==> config.mk <==
export PLATFORM = sky130hd
export DESIGN_NAME = text_message_tokenizer_unit
export DESIGN_NICKNAME = d
export VERILOG_FILES = /design/src/rtl/tmt_pkg.sv /design/src/rtl/text_message_tokenizer_unit.sv /design/src/rtl/tmt_in_stage.sv /design/src/rtl/tmt_classify.sv
export SDC_FILE = /design/constraint.sdc
export NUM_CORES = 1
export LEC_CHECK = 0
export CORE_UTILIZATION = 60
export DETAILED_ROUTE_END_ITERATION = 16
export DONT_BUFFER_PORTS = 1
export PLACE_DENSITY = 0.76
export SYNTH_ARGS = -nofsm -noshare
export SYNTH_HDL_FRONTEND = slang
export SYNTH_HIERARCHICAL = 1
export SYNTH_SLANG_ARGS = --single-unit
export TNS_END_PERCENT = 50
==> constraint.sdc <==
create_clock -name i_clk -period 6.07 [get_ports i_clk]
set_input_delay 1.5175 -clock i_clk [delete_from_list [all_inputs] [get_ports i_clk]]
set_output_delay 1.5175 -clock i_clk [all_outputs]
set_load 0.02 [all_outputs]
==> src/rtl/tmt_pkg.sv <==
// ----------------------------------------------------------------------------
// tmt_pkg
// types and constants shared by the message tokenizer modules
// ----------------------------------------------------------------------------
`timescale 1ns / 1ps

package tmt_pkg;

    localparam int CHAR_W     = 8;
    localparam int FLEN_W     = 8;
    localparam int SKIP_W     = 2;
    localparam int ITEM_W     = 7;
    localparam int CLASS_W    = 3;
    localparam int OUT_DATA_W = 24;

    // field length limits
    localparam logic [FLEN_W-1:0] SECTION_MAX = 8'd34;
    localparam logic [FLEN_W-1:0] NAME_MAX    = 8'd16;
    localparam logic [FLEN_W-1:0] VALUE_MAX   = 8'd128;

    // delimiter bytes
    localparam logic [CHAR_W-1:0] CH_NEWLINE = 8'd10;
    localparam logic [CHAR_W-1:0] CH_EQUAL   = 8'h3D;
    localparam logic [CHAR_W-1:0] CH_BANG    = 8'h21;
    localparam logic [CHAR_W-1:0] CH_RBRACE  = 8'h7D;

    localparam logic [ITEM_W-1:0] MIN_ITEMS = 7'd3;

    // byte class codes
    localparam logic [CLASS_W-1:0] CLS_SECTION     = 3'd0;
    localparam logic [CLASS_W-1:0] CLS_NAME        = 3'd1;
    localparam logic [CLASS_W-1:0] CLS_VALUE       = 3'd2;
    localparam logic [CLASS_W-1:0] CLS_SECTION_END = 3'd3;
    localparam logic [CLASS_W-1:0] CLS_NAME_END    = 3'd4;
    localparam logic [CLASS_W-1:0] CLS_ITEM_END    = 3'd5;
    localparam logic [CLASS_W-1:0] CLS_SKIPPED     = 3'd6;
    localparam logic [CLASS_W-1:0] CLS_IGNORED     = 3'd7;

    typedef enum logic [6:0] {
        MODE_SECTION      = 7'b0000001,
        MODE_NAME         = 7'b0000010,
        MODE_VALUE        = 7'b0000100,
        MODE_AFTER        = 7'b0001000,
        MODE_SKIP_NAME    = 7'b0010000,
        MODE_SKIP_SECTION = 7'b0100000,
        MODE_ABORT        = 7'b1000000
    } t_mode;

    typedef struct packed {
        t_mode              mode;
        logic [FLEN_W-1:0]  field_length;
        logic [SKIP_W-1:0]  skip_left;
        logic [ITEM_W-1:0]  item_index;
        logic               overflow;
    } t_state;

    typedef struct packed {
        logic [CLASS_W-1:0] byte_class;
        logic [CHAR_W-1:0]  char_out;
        logic [ITEM_W-1:0]  item_number;
        logic               message_done;
        logic [ITEM_W-1:0]  item_total;
        logic               overflowed;
    } t_result;

    localparam t_state STATE_RESET = '{
        mode:         MODE_SECTION,
        field_length: '0,
        skip_left:    '0,
        item_index:   '0,
        overflow:     1'b0
    };

endpackage

==> src/rtl/text_message_tokenizer_unit.sv <==
// a byte taken into the input register is classified there and moves into the result register once that frees up
// throughput: one byte per cycle while i_m_tready keeps up, limited by the single parser state update
// the input register and the result register each free up when their beat moves on,
// so a new byte is taken while an earlier result waits on i_m_tready
// reset (i_rst_n low, synchronous) empties both registers and returns the parser to
// section mode with zero counts; the parser also resets itself after each last byte
// ----------------------------------------------------------------------------
// text_message_tokenizer_unit
// byte-serial classifier for sectioned name=value text messages
// ----------------------------------------------------------------------------
`timescale 1ns / 1ps

module text_message_tokenizer_unit #(
    parameter int ITEM_LIMIT = 32    // abort when an item closes with more than this many already closed, 3..63
) (
    input  logic                           i_clk,
    input  logic                           i_rst_n,
    // byte input
    input  logic                           i_s_tvalid,
    output logic                           o_s_tready,
    input  logic [7:0]                     i_s_tdata,   // [7:0] char_in
    input  logic                           i_s_tlast,   // is_last
    // classified byte output
    output logic                           o_m_tvalid,
    input  logic                           i_m_tready,
    // [7:0] char_out, [14:8] item_number, [21:15] item_total, [22] overflowed,
    // [23] zero
    output logic [tmt_pkg::OUT_DATA_W-1:0] o_m_tdata,
    output logic [2:0]                     o_m_tuser,   // [2:0] byte_class
    output logic                           o_m_tlast    // message_done
);
    import tmt_pkg::*;

    // pipeline control
    logic              out_free;    // result register can take a beat this cycle
    logic              in_valid;
    logic [CHAR_W-1:0] in_char;
    logic              in_last;
    logic              fire;        // input beat is classified and moved on

    // parser state and result register
    t_state  r_state;
    t_state  n_state;
    t_result n_result;
    t_result r_result;
    logic    r_out_valid;

    assign out_free = !r_out_valid || i_m_tready;
    assign fire     = in_valid && out_free;

    tmt_in_stage u_in_stage (
        .i_clk      (i_clk),
        .i_rst_n    (i_rst_n),
        .i_s_tvalid (i_s_tvalid),
        .o_s_tready (o_s_tready),
        .i_s_tdata  (i_s_tdata),
        .i_s_tlast  (i_s_tlast),
        .i_advance  (out_free),
        .o_valid    (in_valid),
        .o_char     (in_char),
        .o_last     (in_last)
    );

    tmt_classify #(
        .ITEM_LIMIT (ITEM_LIMIT)
    ) u_classify (
        .i_state      (r_state),
        .i_char       (in_char),
        .i_last       (in_last),
        .o_state_next (n_state),
        .o_result     (n_result)
    );

    // parser state advances once per classified beat
    always_ff @(posedge i_clk) begin
        if (!i_rst_n) begin
            r_state <= STATE_RESET;
        end else if (fire) begin
            r_state <= n_state;
        end
    end

    // result register, valid bit cleared by reset or when it frees up with no input beat behind it
    always_ff @(posedge i_clk) begin
        if (!i_rst_n) begin
            r_out_valid <= 1'b0;
        end else if (out_free) begin
            r_out_valid <= in_valid;
        end
    end

    always_ff @(posedge i_clk) begin
        if (fire) begin
            r_result <= n_result;
        end
    end

    assign o_m_tvalid = r_out_valid;
    assign o_m_tdata  = {1'b0, r_result.overflowed, r_result.item_total,
                         r_result.item_number, r_result.char_out};
    assign o_m_tuser  = r_result.byte_class;
    assign o_m_tlast  = r_result.message_done;

endmodule

==> src/rtl/tmt_in_stage.sv <==
// ----------------------------------------------------------------------------
// tmt_in_stage
// input register for one message byte with stream handshake
// ----------------------------------------------------------------------------
`timescale 1ns / 1ps

module tmt_in_stage (
    input  logic                      i_clk,
    input  logic                      i_rst_n,
    input  logic                      i_s_tvalid,
    output logic                      o_s_tready,
    input  logic [tmt_pkg::CHAR_W-1:0] i_s_tdata,
    input  logic                      i_s_tlast,
    input  logic                      i_advance,
    output logic                      o_valid,
    output logic [tmt_pkg::CHAR_W-1:0] o_char,
    output logic                      o_last
);
    import tmt_pkg::*;

    logic              r_valid;
    logic [CHAR_W-1:0] r_char;
    logic              r_last;

    // free when empty or when the held beat moves on this cycle
    assign o_s_tready = !r_valid || i_advance;

    always_ff @(posedge i_clk) begin
        if (!i_rst_n) begin
            r_valid <= 1'b0;
        end else if (o_s_tready) begin
            r_valid <= i_s_tvalid;
        end
    end

    always_ff @(posedge i_clk) begin
        if (o_s_tready && i_s_tvalid) begin
            r_char <= i_s_tdata;
            r_last <= i_s_tlast;
        end
    end

    assign o_valid = r_valid;
    assign o_char  = r_char;
    assign o_last  = r_last;

endmodule

==> src/rtl/tmt_classify.sv <==
// ----------------------------------------------------------------------------
// tmt_classify
// per-byte classification and next parser state
// ----------------------------------------------------------------------------
`timescale 1ns / 1ps

module tmt_classify #(
    parameter int ITEM_LIMIT = 32
) (
    input  tmt_pkg::t_state             i_state,
    input  logic [tmt_pkg::CHAR_W-1:0]  i_char,
    input  logic                        i_last,
    output tmt_pkg::t_state             o_state_next,
    output tmt_pkg::t_result            o_result
);
    import tmt_pkg::*;

    localparam logic [ITEM_W-1:0] LIMIT = ITEM_W'(ITEM_LIMIT);

    t_state             n_state;
    logic [CLASS_W-1:0] n_class;
    logic               name_end;
    logic [FLEN_W-1:0]  flen_inc;

    assign name_end = (i_char == CH_EQUAL) || (i_char == CH_BANG)
                   || (i_state.field_length == NAME_MAX);
    assign flen_inc = i_state.field_length + 8'd1;

    always_comb begin
        n_state = i_state;
        n_class = CLS_IGNORED;
        case (i_state.mode)
            MODE_SECTION: begin
                if (i_char != CH_NEWLINE && i_state.field_length != SECTION_MAX) begin
                    n_state.field_length = flen_inc;
                    n_class              = CLS_SECTION;
                end else begin
                    n_state.field_length = '0;
                    n_state.skip_left    = 2'd2;
                    n_state.mode         = MODE_SKIP_NAME;
                    n_class              = CLS_SECTION_END;
                end
            end
            MODE_NAME, MODE_AFTER: begin
                if (i_state.mode == MODE_AFTER && i_char == CH_RBRACE) begin
                    n_state.skip_left = 2'd1;
                    n_state.mode      = MODE_SKIP_SECTION;
                    n_class           = CLS_SKIPPED;
                end else if (!name_end) begin
                    n_state.field_length = flen_inc;
                    n_state.mode         = MODE_NAME;
                    n_class              = CLS_NAME;
                end else begin
                    n_state.field_length = '0;
                    n_state.mode         = MODE_VALUE;
                    n_class              = CLS_NAME_END;
                end
            end
            MODE_VALUE: begin
                if (i_char != CH_NEWLINE && i_state.field_length != VALUE_MAX) begin
                    n_state.field_length = flen_inc;
                    n_class              = CLS_VALUE;
                end else begin
                    n_state.field_length = '0;
                    if (i_state.item_index > LIMIT) begin
                        n_state.overflow = 1'b1;
                        n_state.mode     = MODE_ABORT;
                        n_class          = CLS_IGNORED;
                    end else begin
                        n_state.item_index = i_state.item_index + 7'd1;
                        n_state.mode       = MODE_AFTER;
                        n_class            = CLS_ITEM_END;
                    end
                end
            end
            MODE_SKIP_NAME, MODE_SKIP_SECTION: begin
                n_class = CLS_SKIPPED;
                if (i_state.skip_left > 2'd1) begin
                    n_state.skip_left = i_state.skip_left - 2'd1;
                end else begin
                    n_state.skip_left = '0;
                    n_state.mode = (i_state.mode == MODE_SKIP_NAME) ? MODE_NAME : MODE_SECTION;
                end
            end
            default: begin
                n_class = CLS_IGNORED;
            end
        endcase
    end

    always_comb begin
        o_result.byte_class   = n_class;
        o_result.char_out     = i_char;
        o_result.item_number  = i_state.item_index;
        o_result.message_done = i_last;
        o_result.overflowed   = n_state.overflow;
        o_result.item_total   = '0;
        if (i_last && !n_state.overflow && n_state.item_index >= MIN_ITEMS) begin
            o_result.item_total = n_state.item_index;
        end
        o_state_next = i_last ? STATE_RESET : n_state;
    end

endmodule

==> results of run 1 <==
[per-layer routing]
layer	up-vias	global-route usage	part of all wire
li1	1233	-	-
met3	20	0.0632	0.076
met5	-	0	0
met2	132	0.372	0.46
met1	1204	0.301	0.43
met4	0	0.109	0.025
[Yosys cell counts (3+ instances only)]
master	n	share of area
nor2b_1	4	0.0070
nand2_1	66	0.069
xnor2_1	7	0.017
clkbuf_1	12	0.013
o21ai_0	7	0.0098
nand4_1	3	0.0053
o211ai_1	3	0.0063
ha_1	5	0.018
buf_12	3	0.017
edfxtp_1	36	0.30
nand3_1	9	0.013
mux2i_1	26	0.073
inv_1	16	0.017
nor3_1	3	0.0042
a21oi_1	9	0.013
nor2_1	33	0.035
nor4_1	5	0.0088
buf_4	17	0.036
a31oi_1	4	0.0070
or2_2	6	0.011
dfxtp_1	27	0.15
[worst max-delay path by stage]
stage	end	slack [ns]	depth (start not counted)
after floorplan	o_s_tready	2.73	2
after global placement	o_s_tready	2.73	2
after detailed placement	o_s_tready	2.72	2
after CTS	o_s_tready	2.72	2
after global routing	o_s_tready	2.71	2
final	o_s_tready	2.72	2
[sequential cells by signal, summed over array words and instances (netlist names)]
| register | count |
|---|---|
| o_m_tvalid | 1 |
| u_in_stage/o_last | 1 |
| o_m_tdata | 23 |
| u_in_stage/o_valid | 1 |
| o_m_tuser | 3 |
| o_m_tlast | 1 |
| r_state | 25 |
| u_in_stage/o_char | 8 |
[placed cells by master, fill, tap and decap left out, drive strengths merged, types with 3 or more instances in the layout]
cell,count
nor4,5
a21boi,3
a21oi,9
ha,5
o211ai,3
nor3,4
o21ai,7
nand2,66
a31oi,4
nand4,3
xnor2,7
clkinv,3
nand3,10
clkinvlp,3
mux2i,26
inv,16
nor2b,4
clkbuf,10
edfxtp,36
dfxtp,27
nor4b,4
nor2,33
nand2b,5
and2,3
a211oi,3
or2,6
[layout make-up]
type	instances	share of cell area
inverter	16	0.0168
sequential	63	0.453
multi-input combinational	253	0.459
clock buffer	10	0.0356
clock inverter	6	0.0105
tap	72	0.0252
[kinds of logic after synthesis]
family / Yosys count / synth area share
flip-flops: 63 / 0.454
AND/OR/NAND/NOR: 158 / 0.230
XOR/XNOR: 8 / 0.0196
adder cells (fa/ha/maj): 5 / 0.0175
buffers and inverters: 51 / 0.0858
other: 1 / 0.00105
multiplexers: 26 / 0.0729
AO/OA/AOI/OAI: 55 / 0.119
[power by group through the flow]
| stage | registers (mW) | logic, mW | clock network [mW] |
|---|---|---|---|
| final | 0.491 | 0.0364 | 0.309 |
| after CTS | 0.491 | 0.0360 | 0.315 |
| after floorplan | 0.494 | 0.0452 | 0 |
| after global placement | 0.499 | 0.0348 | 0 |
| after detailed placement | 0.500 | 0.0360 | 0 |
| after global routing | 0.492 | 0.0390 | 0.333 |
==> impl_results.md, run 1 <==
- Initial antenna violation count: 0
- Combinational Power Share: 0.044
- P&R area growth vs syn: 0.245%
- Pwr Total: 0.836 mW
- Die H: slightly below 80 um
- Largest net degree at the start of global routing: between 50 and 60
- Synth Area per Inst: 9.73 sq um
- CP arrival: 1.83 ns
- Clk_lat worst skew: 0.34 ns
- Clock share of power: 0.370
- Postcts setup bufs: 0
- CTS Buf Count: 9
- Critical path type: in -> out
- Row count: 27
- Clock skew: 0.00656 ns
- Net Count, Synth: 385
- Slew headroom: 0.338
- Flops & latches, synth: 63
- Final non-filler cell area: 0.00358 sq mm
- Fill cells: about 450
- Sequential cell area: approximately 0.0016 sq mm
- Dpl cells: slightly above 400
- Hold Path Depth: 2
- CP bufs+invs: 0
- Final setup viols: 0
- WP data required: 4.55 ns
- Vias/cell: 6.16
- Status: completed
- Total number of vias: between 2000 and 3000
- Mapped Cells: 367
- Routability cong.: 0.874
- Pre-antenna DRT Iters: 5
- Total global-route track usage: 0.236
- Starting Density: 0.637
- Final TNS setup: 0 ns
- Internal: 0.626 mW
- CP max stage cell: nand2b_4
- Final Hold Viols: 0
- Async SR Flop Fraction: 0
- Critical Path Source: i_m_tready
- Hold EP: r_state[0]
- Vias in the first global route: 2298
- First-pass GRT wire length: 11200 um
- RSZ-0062 raised after global routing: false
- GRT Residual Overflow: 0
- Post-placement worst setup slack: 2.72 ns
- Crit path time final: 3.35 ns
- Die extent in x: 79.2 um
- CTS Root Cell: clkbuf_8
- Switching Power: around 0.21 mW
- # nets final: 361
- Max-slew violations: 0
- Cell mode on critical path: nand2b_4
- Reg2Reg Depth: 8
- HP Class: reg -> reg
- Power Density: around 230 mW/mm^2
- Cells along the critical path: nand2b_4, nand2b_4
- Die area: 0.00627 sq mm
- Worst R2R End: o_m_tdata[15]
- Post_cts resized: 0
- Hold-fix buffer count after cts: 0
- Top delay family on crit path: simple AND/OR/NAND/NOR gates
- CP max FO: 4
- Port bufs: 0
- Post-Syn Area: around 0.0036 sq mm
- Total Routed Length: roughly 7000 um
- Crit share post-route: 0.552
- Register area share after synthesis: 0.454
- Final Util: 0.639
- Worst setup margin: 2.72 ns
- DRC viols: 0
- Clock buffer depth: 2
- DR iter-0 viols: 282
- R2r setup slk: 3.38 ns
- Clock Sinks: 63
- Layout cells sized above 1: 0.115
- Main synth FF type: edfxtp_1
- CTS tree: done
- EDFF count, synth: 36
- Dpl cell area: between 0.003 and 0.004 sq mm
- Synth cell types: 72
- Seq pwr share: 0.586
- Switching Share: 0.251
- LEAKAGE: 1.23 nW
- Slowest stage delay, CP: 0.18 ns
- Clock H-tree levels: 3
- Non-Filler Instances: 420
- Final antenna-violating net count: 0
- Detailed placer's ending HPWL: about 4600 um
- Maxcap violations: 0
- HP Start: r_state[0]
- VDD IR max: 0.000136 V
- Antenna cells: 0
- Setup crit end kind: output pin
- Synth warnings: 6
- Area of the multi-input gates: 0.00164 sq mm
- # IOs: 43
- CTS clock-pin slew for the worst setup and hold paths: 0.07 ns
- Max Fclk: 0.299 GHz
- Total core area: 0.00561 sq mm
- Routed length per instance: 16.6 um
- Worst setup SP type: input pin
- Worst slew pin tran: between 0.9 and 1 ns
- Hold Worst Slack: 0.471 ns
- R2r startpoint: r_state[1]
Power figures use the tool's default switching activity.
==> inputs of run 2 (changes only) <==
--- a/config.mk
+++ b/config.mk
@@ -5,10 +5,10 @@
 export SDC_FILE = /design/constraint.sdc
 export NUM_CORES = 1
 export LEC_CHECK = 0
-export CORE_UTILIZATION = 60
+export CORE_UTILIZATION = 57
 export DETAILED_ROUTE_END_ITERATION = 16
 export DONT_BUFFER_PORTS = 1
-export PLACE_DENSITY = 0.76
+export PLACE_DENSITY = 0.75
 export SYNTH_ARGS = -nofsm -noshare
 export SYNTH_HDL_FRONTEND = slang
 export SYNTH_HIERARCHICAL = 1
==> constraint.sdc (replaced) <==
create_clock -name i_clk -period 2.8 [get_ports i_clk]
set_input_delay 0.7 -clock i_clk [delete_from_list [all_inputs] [get_ports i_clk]]
set_output_delay 0.7 -clock i_clk [all_outputs]
set_load 0.02 [all_outputs]
==> run 2 against run 1 <==
Compared with the run above:
- clock-buffer cell count is 1 lower
- register-to-register slack worse by 3.2 ns
- first-iteration DRC count is 6.7% lower
- global-route usage is 1.1 points lower
- cell area is 2.7% higher
- die area is 5.1% higher
- clock power grew to 2.8 times the previous value
- via count is 1.3% lower
- largest cell class unchanged
- highest routed layer unchanged
==> impl_results.md, run 2 (synthesis results as in run 1) <==
- CP max FO: 6 (was 4)
- Slew headroom: 0.496 (was 0.338)
- Maxcap violations: 0 (unchanged)
- R2r startpoint: r_state[1] (unchanged)
- Die H: 81.2 um (was 79.2 um)
- Layout cells sized above 1: 0.125 (was 0.115)
- Routed length per instance: 16.1 um (was 16.6 um)
- Row count: 28 (was 27)
- CP endpoint: o_m_tdata[15] (was o_s_tready)
- Routability cong.: 0.929 (was 0.874)
- Clock skew: 0.00823 ns (was 0.00656 ns)
- Antenna cells: 0 (unchanged)
- HP Class: in -> reg (was reg -> reg)
- Largest net degree at the start of global routing: 53 (unchanged)
- DRC viols: 0 (unchanged)
- Worst setup SP type: register (was input pin)
- Reg2Reg Depth: 8 (unchanged)
- CTS Buf Count: 9 (unchanged)
- Hold-fix buffer count after cts: 0 (unchanged)
- Detailed placer's ending HPWL: 4450 um (was 4620 um)
- CTS tree: done (unchanged)
- CP max stage cell: or4b_1 (was nand2b_4)
- Status: completed (unchanged)
- VDD IR max: 0.000415 V (was 0.000136 V)
- Non-Filler Instances: 427 (was 420)
- Slowest stage delay, CP: 0.51 ns (was 0.18 ns)
- Clock buffer depth: 2 (unchanged)
- Vias in the first global route: 2337 (was 2298)
- Cells along the critical path: inv_1, ha_1, or4b_1, a21o_1, a211oi_4, nand4_1, a2111oi_2, nor3_1 (was nand2b_4, nand2b_4)
- Final antenna-violating net count: 0 (unchanged)
- GRT Residual Overflow: 0 (unchanged)
- Worst setup margin: 0.216 ns (was 2.72 ns)
- CP arrival: 2.67 ns (was 1.83 ns)
- Final TNS setup: 0 ns (unchanged)
- Port bufs: 0 (unchanged)
- Critical path type: reg -> reg (was in -> out)
- Hold Worst Slack: 0.454 ns (was 0.471 ns)
- Max-slew violations: 0 (unchanged)
- Dpl cell area: 0.00345 sq mm (was 0.00342 sq mm)
- # nets final: 365 (was 361)
- Total Routed Length: 6860 um (was 6990 um)
- DR iter-0 viols: 263 (was 282)
- Top reg by flops: r_state (unchanged)
- Clk_lat worst skew: 0.34 ns (about the same)
- Critical Path Source: r_state[1] (was i_m_tready)
- WP depth: 8 (was 2)
- Postcts setup bufs: 0 (unchanged)
- # IOs: 43 (unchanged)
- Post-placement worst setup slack: 0.247 ns (was 2.72 ns)
- WP data required: 2.89 ns (was 4.55 ns)
- Total core area: 0.00599 sq mm (was 0.00561 sq mm)
- Dpl cells: 411 (was 404)
- Pwr Total: 2.02 mW (was 0.836 mW)
- Crit path time final: 2.58 ns
- Max reg flops: 25 (unchanged)
- Max Fclk: 0.387 GHz
- Final non-filler cell area: 0.00368 sq mm (was 0.00358 sq mm)
- Worst R2R End: o_m_tdata[15] (unchanged)
- Final Util: 0.614 (was 0.639)
- Pre-antenna DRT Iters: 4 (was 5)
- LEAKAGE: 1.29 nW (was 1.23 nW)
- Vias/cell: 5.98 (was 6.16)
- Final setup viols: 0 (unchanged)
- Die area: 0.00659 sq mm (was 0.00627 sq mm)
- CP bufs+invs: 1 (was 0)
- R2r setup slk: 0.22 ns (was 3.38 ns)
- CTS clock-pin slew for the worst setup and hold paths: 0.08 ns (was 0.07 ns)
- Power Density: 548 mW/mm^2 (was 234 mW/mm^2)
- P&R area growth vs syn: 2.98% (was 0.245%)
- Worst slew pin tran: 0.756 ns (was 0.994 ns)
- Setup crit end kind: register (was output pin)
- RSZ-0062 raised after global routing: false (unchanged)
- Top delay family on crit path: compound AO/OA/AOI/OAI gates (was simple AND/OR/NAND/NOR gates)
- Final Hold Viols: 0 (unchanged)
- Crit share post-route: 0.923
- Clock Sinks: 63 (unchanged)
- Starting Density: 0.596 (was 0.637)
- CTS Root Cell: clkbuf_8 (unchanged)
- Total number of vias: 2555 (was 2589)
- First-pass GRT wire length: 11200 um (about the same)
- Fill cells: 465 (was 448)
- Commonest non-fill, non-tap cell in the layout: nand2_1 (unchanged)
- Die extent in x: 81.2 um (was 79.2 um)
- Clock H-tree levels: 3 (unchanged)
- Most frequent cells in the layout: nand2_1 (66), edfxtp_1 (36), nor2_1 (33) (unchanged)
- Total global-route track usage: 0.225 (was 0.236)
- Initial antenna violation count: 0 (unchanged)
run 2: cell count changes in the layout (fill, tap and decap cells not counted), sizes merged:
| cell | delta |
|---|---|
| buf | +4 |
| bufinv | +2 |
| clkbuf | -1 |
| clkinv | -1 |
| clkinvlp | -1 |
| inv | +1 |
run 2: worst reg2reg max path, cell delays in order, from the launching register on:
cell	delay [ns]
dfxtp_1	0.38
inv_1	0.10
ha_1	0.14
or4b_1	0.51
a21o_1	0.28
a211oi_4	0.23
nand4_1	0.16
a2111oi_2	0.45
nor3_1	0.10
run 2: final cells by class:
cell class | instances | area [sq um] | area share
inverters | 16 | 60.1 | 0.0163
clock buffers | 9 | 124 | 0.0337
repair buffers | 4 | 30.0 | 0.00816
flip-flops and latches | 63 | 1620 | 0.441
multi-input cells | 253 | 1650 | 0.449
well taps | 75 | 93.8 | 0.0255
clock inverters | 7 | 96.3 | 0.0262
run 2: layer usage:
metal	global-route usage	share of wire	up-vias
met5	0	0	-
met4	0.0768	0.0085	0
met3	0.0551	0.056	7
met2	0.361	0.48	89
met1	0.295	0.45	1214
li1	-	-	1245
run 2: repair_timing:
action / in CTS / in global routing
resized for setup: 0 / 1
setup endpoints to repair: 0 / 2
hold endpoints to repair: 0 / 0
run 2: how the worst min path moves through the flow:
stage,from,endpoint,depth (start not counted)
5_1_grt,i_s_tdata[0],u_in_stage/o_char[0],0
4_1_cts,i_rst_n,r_state[18],1
2_1_floorplan,r_state[20],r_state[20],2
3_3_place_gp,r_state[0],r_state[0],2
6_report,i_s_tlast,u_in_stage/o_last,0
3_5_place_dp,r_state[0],r_state[0],2
run 2: report_power, final:
group / switching (mW) / internal [mW] / total, mW
Combinational: 0.0502 / 0.0307 / 0.0808
Clock: 0.372 / 0.502 / 0.875
Sequential: 0.0474 / 1.01 / 1.06
Total: 0.470 / 1.55 / 2.02
==> inputs of run 3 (changes only) <==
--- a/config.mk
+++ b/config.mk
@@ -8,6 +8,7 @@
 export CORE_UTILIZATION = 57
 export DETAILED_ROUTE_END_ITERATION = 16
 export DONT_BUFFER_PORTS = 1
+export GPL_TIMING_DRIVEN = 0
 export PLACE_DENSITY = 0.75
 export SYNTH_ARGS = -nofsm -noshare
 export SYNTH_HDL_FRONTEND = slang
==> run 3 against run 2 <==
Compared with the run above:
- register-to-register slack improved by 0.03 ns
- critical path type unchanged
- critical endpoint is now r_state[14]
- sequential cell count unchanged
- clock power increased by 0.6%
- clock skew about the same
- cell area increased by 6.5%
- wire length increased by 9.7%
- largest power group unchanged
- setup slack improved by 0.027 ns
- total power increased by 2.3%
- critical path depth increased by 1
- combinational power increased by 55%
==> impl_results.md, run 3 (synthesis results as in run 1) <==
- Status: completed (unchanged)
- CP arrival: 2.83 ns (was 2.67 ns)
- CTS clock-pin slew for the worst setup and hold paths: 0.07 ns (was 0.08 ns)
- Final Hold Viols: 0 (unchanged)
- Die extent in x: 81.2 um (unchanged)
- Vias in the first global route: 2358 (was 2337)
- Routed length per instance: 16.4 um (was 16.1 um)
- CTS Buf Count: 9 (unchanged)
- Maxcap violations: 0 (unchanged)
- P&R area growth vs syn: 9.70% (was 2.98%)
- Max-slew violations: 0 (unchanged)
- Clock skew: 0.00853 ns (was 0.00823 ns)
- # nets final: 398 (was 365)
- DR iter-0 viols: 266 (was 263)
- Final antenna-violating net count: 0 (unchanged)
- GRT Residual Overflow: 0 (unchanged)
- Pwr Total: 2.06 mW (was 2.02 mW)
- Crit path time final: 2.56 ns (was 2.58 ns)
- Slowest stage delay, CP: 0.39 ns (was 0.51 ns)
- Commonest non-fill, non-tap cell in the layout: nand2_1 (unchanged)
- Clk_lat worst skew: 0.34 ns (about the same)
- WP data required: 3.07 ns (was 2.89 ns)
- Row count: 28 (unchanged)
- Total Routed Length: 7530 um (was 6860 um)
- Crit share post-route: 0.913 (was 0.923)
- Max reg flops: 25 (unchanged)
- CP bufs+invs: 1 (unchanged)
- Initial antenna violation count: 0 (unchanged)
- Worst setup SP type: register (unchanged)
- Slew headroom: 0.542 (was 0.496)
- Routability cong.: 0.956 (was 0.929)
- Non-Filler Instances: 460 (was 427)
- Top delay family on crit path: compound AO/OA/AOI/OAI gates (unchanged)
- Final setup viols: 0 (unchanged)
- Dpl cells: 442 (was 411)
- Most frequent cells in the layout: nand2_1 (65), edfxtp_1 (36), nor2_1 (33) (was nand2_1 (66), edfxtp_1 (36), nor2_1 (33))
- Cells along the critical path: clkbuf_1, nor2b_1, a21boi_0, o211ai_1, o221ai_2, nand2b_2, o311ai_1, nand2_1, mux2i_1 (was inv_1, ha_1, or4b_1, a21o_1, a211oi_4, nand4_1, a2111oi_2, nor3_1)
- Detailed placer's ending HPWL: 5290 um (was 4450 um)
- Critical path type: reg -> reg (unchanged)
- Power Density: 526 mW/mm^2 (was 548 mW/mm^2)
- Clock H-tree levels: 3 (unchanged)
- # IOs: 43 (unchanged)
- CTS Root Cell: clkbuf_8 (unchanged)
- Largest net degree at the start of global routing: 37 (was 53)
- Fill cells: 481 (was 465)
- VDD IR max: 0.000330 V (was 0.000415 V)
- Die area: 0.00659 sq mm (unchanged)
- Antenna cells: 0 (unchanged)
- Starting Density: 0.596 (unchanged)
- LEAKAGE: 1.41 nW (was 1.29 nW)
- Post-placement worst setup slack: 0.123 ns (was 0.247 ns)
- Port bufs: 0 (unchanged)
- CTS tree: done (unchanged)
- Final TNS setup: 0 ns (unchanged)
- Clock buffer depth: 2 (unchanged)
- Vias/cell: 5.97 (was 5.98)
- RSZ-0062 raised after global routing: false (unchanged)
- Total global-route track usage: 0.242 (was 0.225)
- CP max FO: 10 (was 6)
- Layout cells sized above 1: 0.171 (was 0.125)
- Pre-antenna DRT Iters: 5 (was 4)
- CP max stage cell: clkbuf_1 (was or4b_1)
- Worst slew pin tran: 0.680 ns (was 0.756 ns)
- Total core area: 0.00599 sq mm (unchanged)
- Max Fclk: 0.391 GHz (was 0.387 GHz)
- Setup crit end kind: register (unchanged)
- Die H: 81.2 um (unchanged)
- Top reg by flops: r_state (unchanged)
- Total number of vias: 2746 (was 2555)
- Worst setup margin: 0.243 ns (was 0.216 ns)
- Clock Sinks: 63 (unchanged)
- First-pass GRT wire length: 11800 um (was 11200 um)
- HP Class: in -> reg (unchanged)
- DRC viols: 0 (unchanged)
run 3: worst paths after layout:
check | slack [ns] | from | to | cells after the start
setup / recovery | 0.24 | r_state[21] | r_state[14] | 9
hold / removal | 0.45 | i_s_tdata[5] | u_in_stage/o_char[5] | 0
setup reg to reg | 0.24 | r_state[21] | r_state[14] | 9
hold reg to reg | 0.46 | r_state[23] | r_state[23] | 2
run 3: per-stage QoR:
stage	utilization	cell area, sq um	hold slack (ns)
2_1_floorplan	-	3570	0.431
3_3_place_gp	0.612	3670	0.440
3_5_place_dp	0.612	3670	0.451
4_1_cts	0.649	3890	0.441
5_1_grt	0.654	3920	0.433
6_report	0.654	3920	0.454
run 3: final cells by class:
cell class,instances,area (sq um),share of cell area
Multi-Input combinational cell,253,1660,0.424
Sequential cell,63,1620,0.414
Buffer,35,246,0.0629
Clock buffer,10,138,0.0351
Tap cell,75,93.8,0.0239
Clock inverter,6,83.8,0.0214
Inverter,16,60.1,0.0153
Timing Repair Buffer,2,15.0,0.00383
run 3: timing repair:
action | 4_1_cts | 5_1_grt
buffers inserted | 0 | 2
hold buffers | 0 | 0
gates resized for setup | 0 | 3
setup endpoints to repair | 0 | 2
run 3: per-layer routing:
| metal | track usage | share of wire | vias to the layer above | wire length [um] |
|---|---|---|---|---|
| met3 | 0.0663 | 0.051 | 18 | 382 |
| met2 | 0.375 | 0.47 | 105 | 3500 |
| li1 | - | - | 1304 | - |
| met1 | 0.326 | 0.47 | 1319 | 3530 |
| met5 | 0 | 0 | - | 0 |
| met4 | 0.0750 | 0.015 | 0 | 116 |
run 3: report_power, final:
group	leakage [nW]	switching [mW]	internal, mW
registers	0.551	0.0441	1.01
clock network	0.106	0.359	0.521
logic	0.755	0.0756	0.0493
total	1.41	0.479	1.58
